[src/rtl/core/brht_pkg.sv]
package brht_pkg;

  localparam int RingDepth = 512;
  localparam int RingBits  = $clog2(RingDepth);
  localparam int CntBits   = RingBits + 1;
  localparam int CountBits = 24;

  localparam logic [CountBits-1:0] CountMax = {CountBits{1'b1}};

  localparam int TimeBits  = 34;
  localparam int LevelBits = 7;
  localparam int PtsBits   = 10;
  localparam int IdleBits  = 12;
  localparam int SecBits   = 19;
  localparam int SumBits   = 22;
  localparam int DivBits   = 48;

  // floor(x / 100) == (x * CycRecip) >> CycShift for every CountBits-wide x
  localparam logic [24:0] CycRecip = 25'd21474837;
  localparam int          CycShift = 31;

  localparam logic [1:0] RegWindow = 2'd0;
  localparam logic [1:0] RegMin    = 2'd1;
  localparam logic [1:0] RegIdle   = 2'd2;

  typedef struct packed {
    logic [TimeBits-1:0]  sample_time;
    logic                 level_present;
    logic [LevelBits-1:0] battery_level;
  } in_item_t;

  typedef struct packed {
    logic        accepted;
    logic        stats_valid;
    logic [17:0] cycles;
    logic        runtime_valid;
    logic [9:0]  runtime_tenths;
    logic        health_valid;
    logic [9:0]  baseline_tenths;
    logic [6:0]  health_percent;
  } out_item_t;

  typedef struct packed {
    logic [1:0]  index;
    logic [15:0] data;
  } cfg_item_t;

endpackage

[src/rtl/core/brht_div.sv]
module brht_div (
  input  logic                       clk_i,
  input  logic                       rst_ni,
  input  logic                       start_i,
  input  logic [brht_pkg::DivBits-1:0] num_i,
  input  logic [brht_pkg::DivBits-1:0] den_i,
  output logic                       done_o,
  output logic [brht_pkg::DivBits-1:0] quot_o
);
  import brht_pkg::*;

  localparam int StepBits = $clog2(DivBits + 1);

  logic [DivBits-1:0]  rem_q, rem_d, quot_q, quot_d, den_q;
  logic [StepBits-1:0] step_q, step_d;
  logic                busy_q, busy_d, done_q, done_d;
  logic [DivBits:0]    trial;

  always_comb begin
    rem_d  = rem_q;
    quot_d = quot_q;
    step_d = step_q;
    busy_d = busy_q;
    done_d = 1'b0;
    trial  = {rem_q, quot_q[DivBits-1]} - {1'b0, den_q};
    if (start_i) begin
      rem_d  = '0;
      quot_d = num_i;
      step_d = StepBits'(DivBits);
      busy_d = 1'b1;
    end else if (busy_q) begin
      if (!trial[DivBits]) begin
        rem_d  = trial[DivBits-1:0];
        quot_d = {quot_q[DivBits-2:0], 1'b1};
      end else begin
        rem_d  = {rem_q[DivBits-2:0], quot_q[DivBits-1]};
        quot_d = {quot_q[DivBits-2:0], 1'b0};
      end
      step_d = step_q - 1'b1;
      if (step_q == StepBits'(1)) begin
        busy_d = 1'b0;
        done_d = 1'b1;
      end
    end
  end

  always_ff @(posedge clk_i or negedge rst_ni) begin
    if (!rst_ni) begin
      busy_q <= 1'b0;
      done_q <= 1'b0;
      step_q <= '0;
    end else begin
      busy_q <= busy_d;
      done_q <= done_d;
      step_q <= step_d;
    end
  end

  always_ff @(posedge clk_i) begin
    rem_q  <= rem_d;
    quot_q <= quot_d;
    if (start_i) den_q <= den_i;
  end

  assign done_o = done_q;
  assign quot_o = quot_q;
endmodule

[config.mk]
export PLATFORM = sky130hd
export DESIGN_NAME = brht_div
export DESIGN_NICKNAME = d
export VERILOG_FILES = /design/src/rtl/core/brht_pkg.sv /design/src/rtl/core/brht_div.sv
export SDC_FILE = /design/constraint.sdc
export NUM_CORES = 1
export LEC_CHECK = 0
export ABC_AREA = 1
export BUFFER_PORTS_ARGS = -buffer_cell sky130_fd_sc_hd__buf_4
export CAP_MARGIN = 20
export CORE_ASPECT_RATIO = 0.6
export CORE_MARGIN = 2
export CORE_UTILIZATION = 40
export DETAILED_ROUTE_END_ITERATION = 8
export PLACE_DENSITY = 0.63
export SLEW_MARGIN = 20
export SYNTH_ARGS = -nofsm -noshare
export SYNTH_HDL_FRONTEND = slang
export SYNTH_SLANG_ARGS = --single-unit
[constraint.sdc]
create_clock -name clk_i -period 2.9 [get_ports clk_i]
set_input_delay 0.29 -clock clk_i [delete_from_list [all_inputs] [get_ports clk_i]]
set_output_delay 0.29 -clock clk_i [all_outputs]
set_load 0.005 [all_outputs]
==> impl_metrics.toml <==
[setup_path]
cp.arrival_ps = 3020
critPathKind = "reg2reg"
slowest_delay_ps = 410
slowest_stage = "nor2_1"
start_kind = "flip-flop"
cp_common_cell = "nand2_1"
path_cells = "inv_1 -> ha_1 -> nand2_1 -> nor2_1 -> inv_1 -> nor2_1 -> nand2_1 -> nand2_1 -> inv_1 -> nand2_1 -> nor2_1 -> o21ai_0 -> nand3_1 -> nand2_1"
worstSetupEndpointType = "flip-flop"
crit_fanout = 4
critPathRequiredTime_ps = 3290

[die]
die-height_um = 129.3
core_area_mm2 = 0.02551
ios = 148
start_util_pct = 41.02
dieArea_mm2 = 0.02751
die_w_um = 212.8
placement_rows = 45

[global_routing]
grt_max_degree = 56
track_usage_pct = 24.42
grt_pass1_wl_mm = 50.49
grt_pass1_vias = 9182
antenna_found_initial = 0
gr-total-overflow = 0

[final_layout]
final_core_util_pct = 51.13
regArea_mm2 = 0.004044
fillCellCount = 2590
n_antenna_cell = 0
multi_input_area_mm2 = 0.005070
mostFrequentLayoutCells = "nand2_1, inv_1, buf_4"
area_delta_synth_final_pct = 24.66
fin_nets = 1948
drive_above_1_share_pct = 11.71
final_common_cell = "nand2_1"

[clock_tree]
clkLatencyLatePin_ps = 450
htreeDepth = 4
cts.path.max_buffers = 2
path_clk_slew_ps = 70
cts_resized = 0
clock-sinks = 152
cts_buffers = 17
root_buffer = "clkbuf_16"
cts_tree = "done"

[run]
drv_cap = 0

[route]
drtIter0Drc = 978
vias_per_cell = 4.704
drtAntennaViolNets = 0
vias = 10170
firstDrtPassIters = 7
drc = 0
post_drt_wl_per_cell_um = 15.03
wl_mm = 32.50

[timing]
fin_ws_ps = 275.2
finalCriticalPeriod_ps = 2625
rsz0062_at_grt = "no"
fin_crit_sh_pct = 90.51
skew_ps = 12.59
hold_violations = 0
max_freq_mhz = 381.0
worstMarginPinSlew_ps = 849.2
final_max_slew_viol_count = 0
relSlewSlack_pct = 43.31
setup_viol = 0
tns_ps = 0

[logic_synthesis]
yosys_warnings = 0
syn_nets = 1754
yosys-top-cells-area = "edfxtp_1, nand2_1, inv_1, dfxtp_1, ha_1"
synth_cells = 1604
synth_largest_area_cell = "edfxtp_1"
synth_top_cell_area_share_pct = 27.56
synth_edf_count = 96
synthArstFlopShare_pct = 5.263
yosysSeqAreaShare_pct = 38.66
avgSynthCellArea_um2 = 6.522
synth_flop_cell = "edfxtp_1"
synth_area_mm2 = 0.01046
synth_seq_cells = 152
yosysUniqueCellTypes = 35

[power]
power_leakage_nw = 7.105
peakVddDrop_v = 0.0003309
power.density_mw_per_mm2 = 420.9

[placed_design]
pre_cts_ws_ps = 215.0
hpwl_mm = 25.26
portBuffers = 147
gp_congestion = 0.9948

[outcome]
status = "finished clean"

[hold_path]
hold_class = "in2reg"
-- final timing paths --
path / slack, ps / from / endpoint / cells after the start
setup / recovery: 280 / den_q[19] / rem_q[27] / 14
setup reg to reg: 280 / den_q[19] / rem_q[27] / 14
hold reg to reg: 470 / rem_q[2] / rem_q[2] / 2
min in group asynchronous: 180 / rst_ni / done_o / 2
hold / removal: 30 / den_i[7] / den_q[7] / 1
max in group asynchronous: 2580 / rst_ni / step_q[2] / 2
-- what timing repair did --
action | 4_1_cts | 5_1_grt
setup buffers | 0 | 2
endpoints found under the hold margin | 47 | 3
hold buffers | 40 | 3
setup endpoints to repair | 0 | 17
-- where the power goes --
| part | internal, mW | switching (mW) | leakage, nW |
|---|---|---|---|
| registers | 2.44 | 0.0620 | 1.48 |
| clock network | 1.20 | 1.02 | 0.270 |
| logic | 0.348 | 0.415 | 5.36 |
-- stage by stage --
stage                     instance area [µm²]  hold slack, ps  cells  total power, mW
after floorplan                         10460          -5.591   1604            2.912
after global placement                  12020           114.2   2086            3.255
after detailed placement                12020           114.8   2086            3.262
after CTS                               12980          0.3101   2158            5.542
after global routing                    13040           1.273   2163            5.729
final                                   13040           28.55   2163            5.489
-- state kept, by name, summed over array words and instances (netlist names) --
name    count
quot_o     48
rem_q      48
done_o      1
busy_q      1
step_q      6
den_q      48
-- critical path: cells and delay by family, from the launching register on --
family          cells  cell delay, ps
fa+ha+maj           1             340
simple gates        9            1430
flops               1             330
compound gates      1             180
buf+inv             3             280
-- cells by family after synthesis --
| group | Yosys count | synth area share [%] |
|---|---|---|
| AOI/OAI and AO/OA | 68 | 3.409 |
| xor gates and xnor gates | 27 | 2.260 |
| adders and majority gates | 51 | 6.172 |
| buffers and inverters | 351 | 13.02 |
| DFF | 152 | 38.66 |
| and+or+nand+nor | 955 | 36.48 |
-- cells in the mapped netlist (all sizes together), types with 6 or more instances --
master / n
a21oi: 39
nor3: 6
o21ai: 22
buf: 12
nand2: 721
xnor2: 22
clkbuf: 20
nand4: 14
ha: 50
dfxtp: 48
nand3: 93
dfrtp: 8
inv: 318
nor2: 111
edfxtp: 96
-- final cells by class --
type	instances	share of cell area, %
multi-input cells	1101	38.88
flip-flops and latches	152	31.01
repair buffers	207	13.22
inverters	319	9.182
well taps	352	3.377
clock buffers	18	3.291
clock inverters	14	1.046
-- layer usage --
layer / GRT usage [%] / vias up / part of all wire, % / wire length, µm
met3: 7.683 / 23 / 9.8 / 3193
met1: 39.86 / 4557 / 54 / 17650
met5: 0 / - / 0 / 0
li1: - / 5256 / - / -
met4: 5.060 / 0 / 1.0 / 336
met2: 29.95 / 338 / 35 / 11320
No activity file was read; power rests on OpenSTA's default activity.
